--- src/sv/rsq_pkg.sv ---
// ----------------------------------------------------------------------------
// Smallest-three quaternion encoder package
// Shared constants, beat payload types and pipeline depths.
// ----------------------------------------------------------------------------
package rsq_pkg;

	localparam int INPUT_FRAC_BITS_DEF = 14;
	localparam int FIFO_DEPTH_DEF      = 2;

	localparam int COMP_W      = 32;
	localparam int ABS_W       = 31;
	localparam int NORM_STAGES = 5;
	localparam int SQRT_STAGES = 32;
	localparam int QUO_BITS    = 16;
	localparam int LANE_LAT    = QUO_BITS + 4;
	localparam int SIDE_LAT    = 3 + NORM_STAGES + SQRT_STAGES;
	localparam int BACK_LAT    = SIDE_LAT + LANE_LAT;

	localparam logic signed [23:0] SCALE_K = 24'sd4634095;
	localparam int SAT_MAX = 32767;

	typedef struct packed {
		logic [3:0][ABS_W-1:0]  absq;
		logic [2:0][COMP_W-1:0] kept;
		logic [1:0]             idx;
	} item_t;

	typedef struct packed {
		logic [2:0][COMP_W-1:0] kept;
		logic [1:0]             idx;
		logic [4:0]             g;
	} side_t;

endpackage

--- src/sv/rsq_fifo.sv ---
// ----------------------------------------------------------------------------
// Front-to-back queue
// Short queue that lets the front and the back pipeline stall apart.
// ----------------------------------------------------------------------------
module rsq_fifo #(
	parameter int DEPTH = rsq_pkg::FIFO_DEPTH_DEF
) (
	input  logic           clk,
	input  logic           arst_n,
	input  logic           push,
	input  rsq_pkg::item_t wdata,
	output logic           full,
	input  logic           pop,
	output rsq_pkg::item_t rdata,
	output logic           empty
);

	localparam int PW = (DEPTH > 1) ? $clog2(DEPTH) : 1;
	localparam int CW = $clog2(DEPTH + 1);

	rsq_pkg::item_t mem_q [DEPTH];
	logic [PW-1:0] wr_ptr_q, rd_ptr_q;
	logic [CW-1:0] count_q;

	assign full  = (count_q == CW'(DEPTH));
	assign empty = (count_q == '0);
	assign rdata = mem_q[rd_ptr_q];

	always_ff @(posedge clk) begin
		if (push) begin
			mem_q[wr_ptr_q] <= wdata;
		end
	end

	always_ff @(posedge clk or negedge arst_n) begin
		if (!arst_n) begin
			wr_ptr_q <= '0;
			rd_ptr_q <= '0;
			count_q  <= '0;
		end else begin
			if (push) begin
				wr_ptr_q <= (wr_ptr_q == PW'(DEPTH - 1)) ? '0 : wr_ptr_q + 1'b1;
			end
			if (pop) begin
				rd_ptr_q <= (rd_ptr_q == PW'(DEPTH - 1)) ? '0 : rd_ptr_q + 1'b1;
			end
			if (push && !pop) begin
				count_q <= count_q + 1'b1;
			end else if (pop && !push) begin
				count_q <= count_q - 1'b1;
			end
		end
	end

	assert property (@(posedge clk) disable iff (!arst_n) !(push && full))
		else $error("Queue written while full.");
	assert property (@(posedge clk) disable iff (!arst_n) !(pop && empty))
		else $error("Queue read while empty.");
	assert property (@(posedge clk) disable iff (!arst_n)
		(push && !pop) |=> (count_q == $past(count_q) + 1'b1))
		else $error("Queue count did not follow a lone write.");

endmodule

--- config.mk ---
export PLATFORM = sky130hd
export DESIGN_NAME = rsq_fifo
export DESIGN_NICKNAME = d
export VERILOG_FILES = /design/src/sv/rsq_pkg.sv /design/src/sv/rsq_fifo.sv
export SDC_FILE = /design/constraint.sdc
export NUM_CORES = 1
export LEC_CHECK = 0
export ABC_AREA = 1
export CAP_MARGIN = 10
export CORE_ASPECT_RATIO = 0.8
export CORE_UTILIZATION = 50
export DETAILED_ROUTE_END_ITERATION = 10
export DONT_BUFFER_PORTS = 1
export GPL_ROUTABILITY_DRIVEN = 0
export GPL_TIMING_DRIVEN = 0
export HOLD_SLACK_MARGIN = 0.03
export PLACE_DENSITY_LB_ADDON = 0.12
export SYNTH_ARGS = -nofsm -noshare
export SYNTH_HDL_FRONTEND = slang
export SYNTH_SLANG_ARGS = --single-unit
--- constraint.sdc ---
create_clock -name clk -period 24.4 [get_ports clk]
set_input_delay 7.32 -clock clk [delete_from_list [all_inputs] [get_ports clk]]
set_output_delay 7.32 -clock clk [all_outputs]
set_load 0.01 [all_outputs]
==> results.toml <==
[global_routing]
antenna_found_initial = 0
grt_max_degree = 133
overflow = 0
gr-usage-all-layers = 0.187
grt_pass1_vias = 7024
grt_pass1_wl_um = 46800

[sta]
slew_headroom = 0.321
slew_viol_final = 0
fin_crit_ps = 9100
hold_viol_final = 0
tightest_slew_ps = 1020
fmax_ghz = 0.110
finalClockSkew_ps = 13.1
setup-tns-final_ps = 0
setup_viol = 0
rsz0062_at_grt = "false"
fin_crit_sh = 0.373

[cts]
root_buffer = "clkbuf_16"
cts_setup_buffers = 0
ctsHoldBuffers = 0
clk_pin_slew_worst_paths_ps = 60
cts-htree-levels = 2
numCtsBuffers = 44
cts_resized = 0
cts_tree = "done"
cts.path.max_buffers = 3
insertion_delay_ps = 540
clock_sinks = 448

[detailed_routing]
drtIter0Drc = 349
totalWireLength_um = 33000
post_drt_via_cell_ratio = 5.46
antenna_left = 0
num_vias = 6686
drt_drc_violations_left = 0
routedWlPerCell_um = 27.0
dr.pass1.iters = 4

[critical_path]
cp_common_cell = "buf_6"
slowest_delay_ps = 360
crit_type = "reg2out"
cp.required_ps = 17080
cp_max_fo = 10
arrival_ps = 1780
cpMaxStageDelayCell = "mux2_4"
timing.critical_path.buf_inv = 3
crit_family = "buffers and inverters"
start_kind = "flop"
path_cells = "buf_6 > buf_6 > buf_6 > mux2_4"
cp-end-kind = "output port"

[floorplanning]
fp-row-count = 59
fp.dieW_um = 208
core_mm2 = 0.0329
dieArea_mm2 = 0.0346
ios = 450
chipHeight_um = 167
initial_utilization = 0.514

[pwr]
powerDensity_mw_per_mm2 = 124
power.leakage_nw = 6.74
vdd_drop_max_v = 0.0000752

[yosys]
ys_seq_area_frac = 0.794
yosys_warnings = 0
synthFlopType = "edfxtp_1"
synth_top_cell_by_area = "edfxtp_1"
synth_common_cells = "444 x edfxtp_1, 170 x mux2_4, 52 x mux2_2, 20 x buf_6, 7 x inv_1"
syn_area_per_cell_um2 = 23.6
syn_inst = 716
syn_nets = 943
yosysTopAreaCellShare = 0.788
post-synth-top-count-cell = "edfxtp_1"
synth_edf_count = 444
synth.distinct_cells = 14
synth_seq_cells = 448
yosys-top-cells-area = "edfxtp_1 79%, mux2_4 15%, mux2_2 3.5%, buf_6 1.3%, dfrtp_1 0.59%"
synthArstFlopShare = 0.00893
syn_area_mm2 = 0.0169

[cells_and_area]
fin_area_mm2 = 0.0190
multi_input_area_mm2 = 0.00323
nets = 997
diodes = 0
fillCellCount = 2361
drive_gt1_frac = 0.390
area.growth.synth_to_final_pct = 12.0
seqCellArea_mm2 = 0.0134

[place]
portBuffers = 0
dpl_cell_area_mm2 = 0.0177
place_hpwl_um = 23700

[run]
cap_violations = 0

[min_path]
min_path_type = "reg2reg"

[run_status]
status = "finished, final reports clean"
==> through the flow <==
stage                     worst slack (ps)  power [mW]  cells  hold WS [ps]   util
after floorplan                       6950        1.64    716           463      -
after global placement                2870        1.79   1143           476  0.530
after detailed placement             15020        1.76   1151           519  0.536
after CTS                            15250        2.38   1224           535  0.576
after global routing                 15210        2.44   1224           583  0.576
final                                15300        2.35   1224           546  0.576
==> path summary, 6_finish.rpt <==
check	start	endpoint	cells after the start	slack [ps]
hold / removal	count_q[1]	count_q[1]	2	550
setup reg to reg	wr_ptr_q	mem_q[0][85]	5	21930
min in group asynchronous	arst_n	wr_ptr_q	0	6470
setup / recovery	rd_ptr_q	rdata[80]	4	15300
max in group asynchronous	arst_n	count_q[0]	0	17850
hold reg to reg	count_q[1]	count_q[1]	2	550
==> registers in the layout, summed over array words and instances (netlist names) <==
name	flops
wr_ptr_q	1
count_q	2
rd_ptr_q	1
mem_q	444
==> final cells by class <==
class,count,area share
tap,427,0.0282
multi-input combinational,236,0.170
inverter,7,0.00178
sequential,448,0.708
timing repair buffer,8,0.00924
clock buffer,54,0.0612
clock inverter,19,0.00792
buffer,25,0.0132
==> kinds of logic after synthesis <==
family	count (synthesis)	share of synthesized area
XOR/XNOR	3	0.00155
adder cells (fa/ha/maj)	1	0.000739
buffers and inverters	32	0.0163
flip-flops	448	0.794
multiplexers	222	0.185
AND/OR/NAND/NOR	10	0.00244
==> placed cells by master, fill, tap and decap left out, types with 4 or more instances in the layout <==
master	instances
buf_6	20
nand2_1	5
mux2_4	170
clkinv_1	10
clkbuf_1	9
dfrtp_1	4
clkbuf_16	45
buf_2	5
mux2_2	52
buf_12	6
edfxtp_1	444
inv_1	6
==> routing by layer <==
metal / track usage / part of all wire / up-vias
li1: - / - / 2952
met1: 0.195 / 0.34 / 3391
met2: 0.329 / 0.52 / 293
met3: 0.0901 / 0.11 / 50
met4: 0.0628 / 0.025 / 0
met5: 0 / 0 / -
==> power breakdown <==
group          total [mW]  switching, mW  internal [mW]  leakage [nW]
clock network       0.620          0.263          0.357         0.634
registers            1.06         0.0349           1.02          4.21
logic               0.675          0.374          0.301          1.89
==> worst reg2reg max path, stage by stage, from the launching register on <==
cell,delay (ps)
dfrtp_1,440
nor2_4,660
buf_12,300
buf_12,260
buf_12,230
buf_12,240
No activity file was read; power rests on OpenSTA's default activity.
