==> src/sv/rsq_pkg.sv <==
// ----------------------------------------------------------------------------
// Smallest-three quaternion encoder package
// Shared constants, beat payload types and pipeline depths.
// ----------------------------------------------------------------------------
package rsq_pkg;

	localparam int INPUT_FRAC_BITS_DEF = 14;
	localparam int FIFO_DEPTH_DEF      = 2;

	localparam int COMP_W      = 32;
	localparam int ABS_W       = 31;
	localparam int NORM_STAGES = 5;
	localparam int SQRT_STAGES = 32;
	localparam int QUO_BITS    = 16;
	localparam int LANE_LAT    = QUO_BITS + 4;
	localparam int SIDE_LAT    = 3 + NORM_STAGES + SQRT_STAGES;
	localparam int BACK_LAT    = SIDE_LAT + LANE_LAT;

	localparam logic signed [23:0] SCALE_K = 24'sd4634095;
	localparam int SAT_MAX = 32767;

	typedef struct packed {
		logic [3:0][ABS_W-1:0]  absq;
		logic [2:0][COMP_W-1:0] kept;
		logic [1:0]             idx;
	} item_t;

	typedef struct packed {
		logic [2:0][COMP_W-1:0] kept;
		logic [1:0]             idx;
		logic [4:0]             g;
	} side_t;

endpackage

==> src/sv/rsq_front.sv <==
// ----------------------------------------------------------------------------
// Front end
// Builds the unnormalized quaternion and classifies the dropped component.
// ----------------------------------------------------------------------------
module rsq_front #(
	parameter int INPUT_FRAC_BITS = rsq_pkg::INPUT_FRAC_BITS_DEF
) (
	input  logic signed [15:0] m11,
	input  logic signed [15:0] m12,
	input  logic signed [15:0] m13,
	input  logic signed [15:0] m21,
	input  logic signed [15:0] m22,
	input  logic signed [15:0] m23,
	input  logic signed [15:0] m31,
	input  logic signed [15:0] m32,
	input  logic signed [15:0] m33,
	output rsq_pkg::item_t     item
);

	localparam int ONE = 1 << INPUT_FRAC_BITS;

	logic signed [31:0] one_w;
	logic signed [31:0] e11, e12, e13, e21, e22, e23, e31, e32, e33;
	logic signed [31:0] q [4];
	logic [1:0] idx;
	logic neg;

	assign one_w = 32'(ONE);
	assign e11 = 32'(m11);
	assign e12 = 32'(m12);
	assign e13 = 32'(m13);
	assign e21 = 32'(m21);
	assign e22 = 32'(m22);
	assign e23 = 32'(m23);
	assign e31 = 32'(m31);
	assign e32 = 32'(m32);
	assign e33 = 32'(m33);

	always_comb begin
		if (e33 < 0) begin
			if (e11 > e22) begin
				q[0] = one_w + e11 - e22 - e33;
				q[1] = e12 + e21;
				q[2] = e31 + e13;
				q[3] = e23 - e32;
			end else begin
				q[0] = e12 + e21;
				q[1] = one_w - e11 + e22 - e33;
				q[2] = e23 + e32;
				q[3] = e31 - e13;
			end
		end else begin
			if (e11 + e22 < 0) begin
				q[0] = e31 + e13;
				q[1] = e23 + e32;
				q[2] = one_w - e11 - e22 + e33;
				q[3] = e12 - e21;
			end else begin
				q[0] = e23 - e32;
				q[1] = e31 - e13;
				q[2] = e12 - e21;
				q[3] = one_w + e11 + e22 + e33;
			end
		end
	end

	always_comb begin
		for (int i = 0; i < 4; i++) begin
			item.absq[i] = q[i][31] ? 31'(-q[i]) : 31'(q[i]);
		end
		idx = 2'd0;
		for (int i = 1; i < 4; i++) begin
			if (item.absq[i] > item.absq[idx]) begin
				idx = 2'(i);
			end
		end
		neg = q[idx][31];
		for (int j = 0; j < 3; j++) begin
			if (2'(j) < idx) begin
				item.kept[j] = neg ? -q[j] : q[j];
			end else begin
				item.kept[j] = neg ? -q[j+1] : q[j+1];
			end
		end
		item.idx = idx;
	end

endmodule

==> config.mk <==
export PLATFORM = sky130hd
export DESIGN_NAME = rsq_front
export DESIGN_NICKNAME = d
export VERILOG_FILES = /design/src/sv/rsq_pkg.sv /design/src/sv/rsq_front.sv
export SDC_FILE = /design/constraint.sdc
export NUM_CORES = 1
export LEC_CHECK = 0
export BUFFER_PORTS_ARGS = -buffer_cell sky130_fd_sc_hd__buf_4
export CAP_MARGIN = 10
export CELL_PAD_IN_SITES_DETAIL_PLACEMENT = 0
export CELL_PAD_IN_SITES_GLOBAL_PLACEMENT = 2
export CORE_ASPECT_RATIO = 1.1
export CORE_MARGIN = 4
export CORE_UTILIZATION = 34
export DETAILED_ROUTE_END_ITERATION = 7
export PLACE_DENSITY_LB_ADDON = 0.1
export REMOVE_ABC_BUFFERS = 1
export SYNTH_ARGS = -nofsm -noshare
export SYNTH_HDL_FRONTEND = slang
export SYNTH_SLANG_ARGS = --single-unit
==> constraint.sdc <==
create_clock -name vclk -period 24.5
set_clock_uncertainty 0.2 [all_clocks]
set_input_delay 4.9 -clock vclk [all_inputs]
set_output_delay 4.9 -clock vclk [all_outputs]
set_load 0.02 [all_outputs]
==> impl_metrics.yaml <==
placement:
  dpl.hpwl_um: 106000
  pre_cts_slack_ps: 753
  placed_cells: 4327
  io_buffer_count: 366
  gp_congestion: 1.02
run_status:
  status: "finished clean"
synthesis:
  synth_warnings: 0
  ys_types: 105
  yosysTopAreaCell: "ha_1"
  netlist_area_um2: 22800
  synth_top_area_share: 0.196
  synthCells: 3160
  synth_area_leaders: "ha_1, fa_1, mux2i_1, xnor2_1, a21oi_1"
  syn_area_per_cell_um2: 7.21
  ys_seq_area_frac: 0
detailed_routing:
  wl_per_cell_um: 28.3
  initialDrtViolationCount: 2655
  routed_wl_um: 123000
  ant_nets: 0
  drt-met1-wl_um: 52100
  wl_met3_um: 7820
  firstDrtPassIters: 6
  via_per_inst: 6.08
  top_layer: "met4"
  drc: 0
  num_vias: 26300
  wl_met2_um: 56200
pwr:
  ir_drop_v: 0.000158
  p_leak_nw: 12.9
  powerDensity_nw_per_um2: 178
  p_total_mw: 4.78
sta:
  min_period_ps: 23850
  drv_slew: 0
  post-route-period-util: 0.973
  rsz0062_at_grt: "no"
  worst_slack_ps: 653
  hold_viol: 0
  max-slew-margin-rel: 0.188
  tightest_slew_ps: 1200
  fmax_mhz: 41.9
  setup-tns-final_ps: 0
  finalSetupViolCount: 0
cells_and_area:
  final_core_util: 0.405
  multi_input_area_um2: 21200
  drive_gt1_frac: 0.169
  stdcell_count: 4329
  layout.nets: 4049
  fillCellCount: 7120
  n_antenna_cell: 0
  seq_cells: 0
  area_delta_synth_final_pct: 18.1
  clockBufferCount: 0
  seq_area_um2: 0
die:
  core-area_um2: 66400
  num_io_pins: 366
  die_x_um: 255
  fp-row-count: 99
  start_util: 0.343
  dieArea_um2: 71200
  die_h_um: 279
run:
  drv_cap: 0
worst_setup_path:
  required_ps: 19400
  slowest_stage: "nor4_1"
  cp_num_buf_inv: 10
  end_kind: "output port"
  worstSetupStartpointType: "input pin"
  path_class: "input pin to output port"
  cp_max_fo: 28
  cp_top_family: "simple AND/OR/NAND/NOR gates"
  arrival_ps: 18750
  cp_slowest_stage_delay_ps: 640
  cp_common_cell: "buf_4"
clock_tree:
  cts_hold_buf: 0
worst_hold_path:
  hold_path.class: "input pin to output port"
global_routing:
  grt.total_usage: 0.326
  overflow: 0
  grt_max_degree: 48
  antenna_found_initial: 1
  grt_pass1_vias: 25100
  grt_first_pass_wirelength_um: 174000
-- report_power, final --
| part | total (mW) | switching (mW) | internal [mW] |
|---|---|---|---|
| clock network | 0 | 0 | 0 |
| registers | 0 | 0 | 0 |
| logic | 4.78 | 2.98 | 1.81 |
-- final timing paths --
| check | startpoint | end | slack, ps | cells after the start |
|---|---|---|---|---|
| worst max-delay path | m11[5] | item[88] | 650 | 56 |
| worst min-delay path | m11[1] | item[98] | 10570 | 7 |
-- per-stage QoR --
stage / cell area [um^2] / hold WS, ps
finish: 26900 / 10570
global route: 26900 / 10590
CTS: 26800 / 10580
detailed placement: 26800 / 10580
global placement: 26800 / 10570
floorplan: 22000 / 9790
-- routing by layer --
layer	up-vias	track usage
met5	-	0
met4	0	0.133
met3	190	0.0273
met2	1210	0.541
met1	12800	0.437
li1	12200	-
-- cell usage in the layout (no fill, tap or decap), types with 50 or more instances in the layout --
| cell | Yosys | final |
|---|---|---|
| a211oi_1 | 78 | 78 |
| mux2i_1 | 134 | 133 |
| buf_4 | 7 | 470 |
| nor2_1 | 245 | 244 |
| nand2_1 | 204 | 201 |
| o21ai_0 | 169 | 168 |
| ha_1 | 357 | 357 |
| nor2b_1 | 52 | 52 |
| xnor2_1 | 148 | 148 |
| a21o_1 | 108 | 108 |
| o211ai_1 | 50 | 50 |
| fa_1 | 75 | 75 |
| nor3_1 | 116 | 116 |
| xor2_1 | 86 | 86 |
| nand3_1 | 75 | 75 |
| a21oi_1 | 193 | 192 |
| inv_1 | 235 | 234 |
-- cell families (layout without fill, tap and decap cells) --
group           Yosys count  after routing  synth area share
simple gates           1020           1020             0.231
xor+xnor                234            234            0.0900
compound gates          920            920             0.278
buf+inv                 404            715            0.0712
mux                     150            150            0.0668
fa+ha+maj               432            432             0.262
-- synthesized netlist by cell type (19+ instances only) --
master	count
and2_1	24
nand3_1	75
buf_2	27
o21ai_0	169
nor3_1	116
nor4_1	46
nand4_1	35
or2_2	21
o211ai_1	50
a31oi_1	32
fa_1	75
clkbuf_1	109
nor2b_1	52
o31ai_1	20
a21oi_1	193
nand2b_1	41
and3_1	48
inv_1	235
xor2_1	86
ha_1	357
xnor2_1	148
a21o_1	108
mux2i_1	134
o31a_1	19
o21a_1	29
nor2_1	245
a211oi_1	78
or3_1	31
nand2_1	204
-- what timing repair did --
item / 4_1_cts / 5_1_grt
endpoints found under the setup margin: 0 / 92
resized for setup: 0 / 4
hold endpoints to repair: 0 / 0
setup buffers: 0 / 2
-- cell type report --
type,instances,share of cell area
Inverter,237,0.0331
Multi-Input combinational cell,2756,0.790
Tap cell,858,0.0399
Timing Repair Buffer,478,0.137
Note: power is estimated with default switching activity, not from simulation.
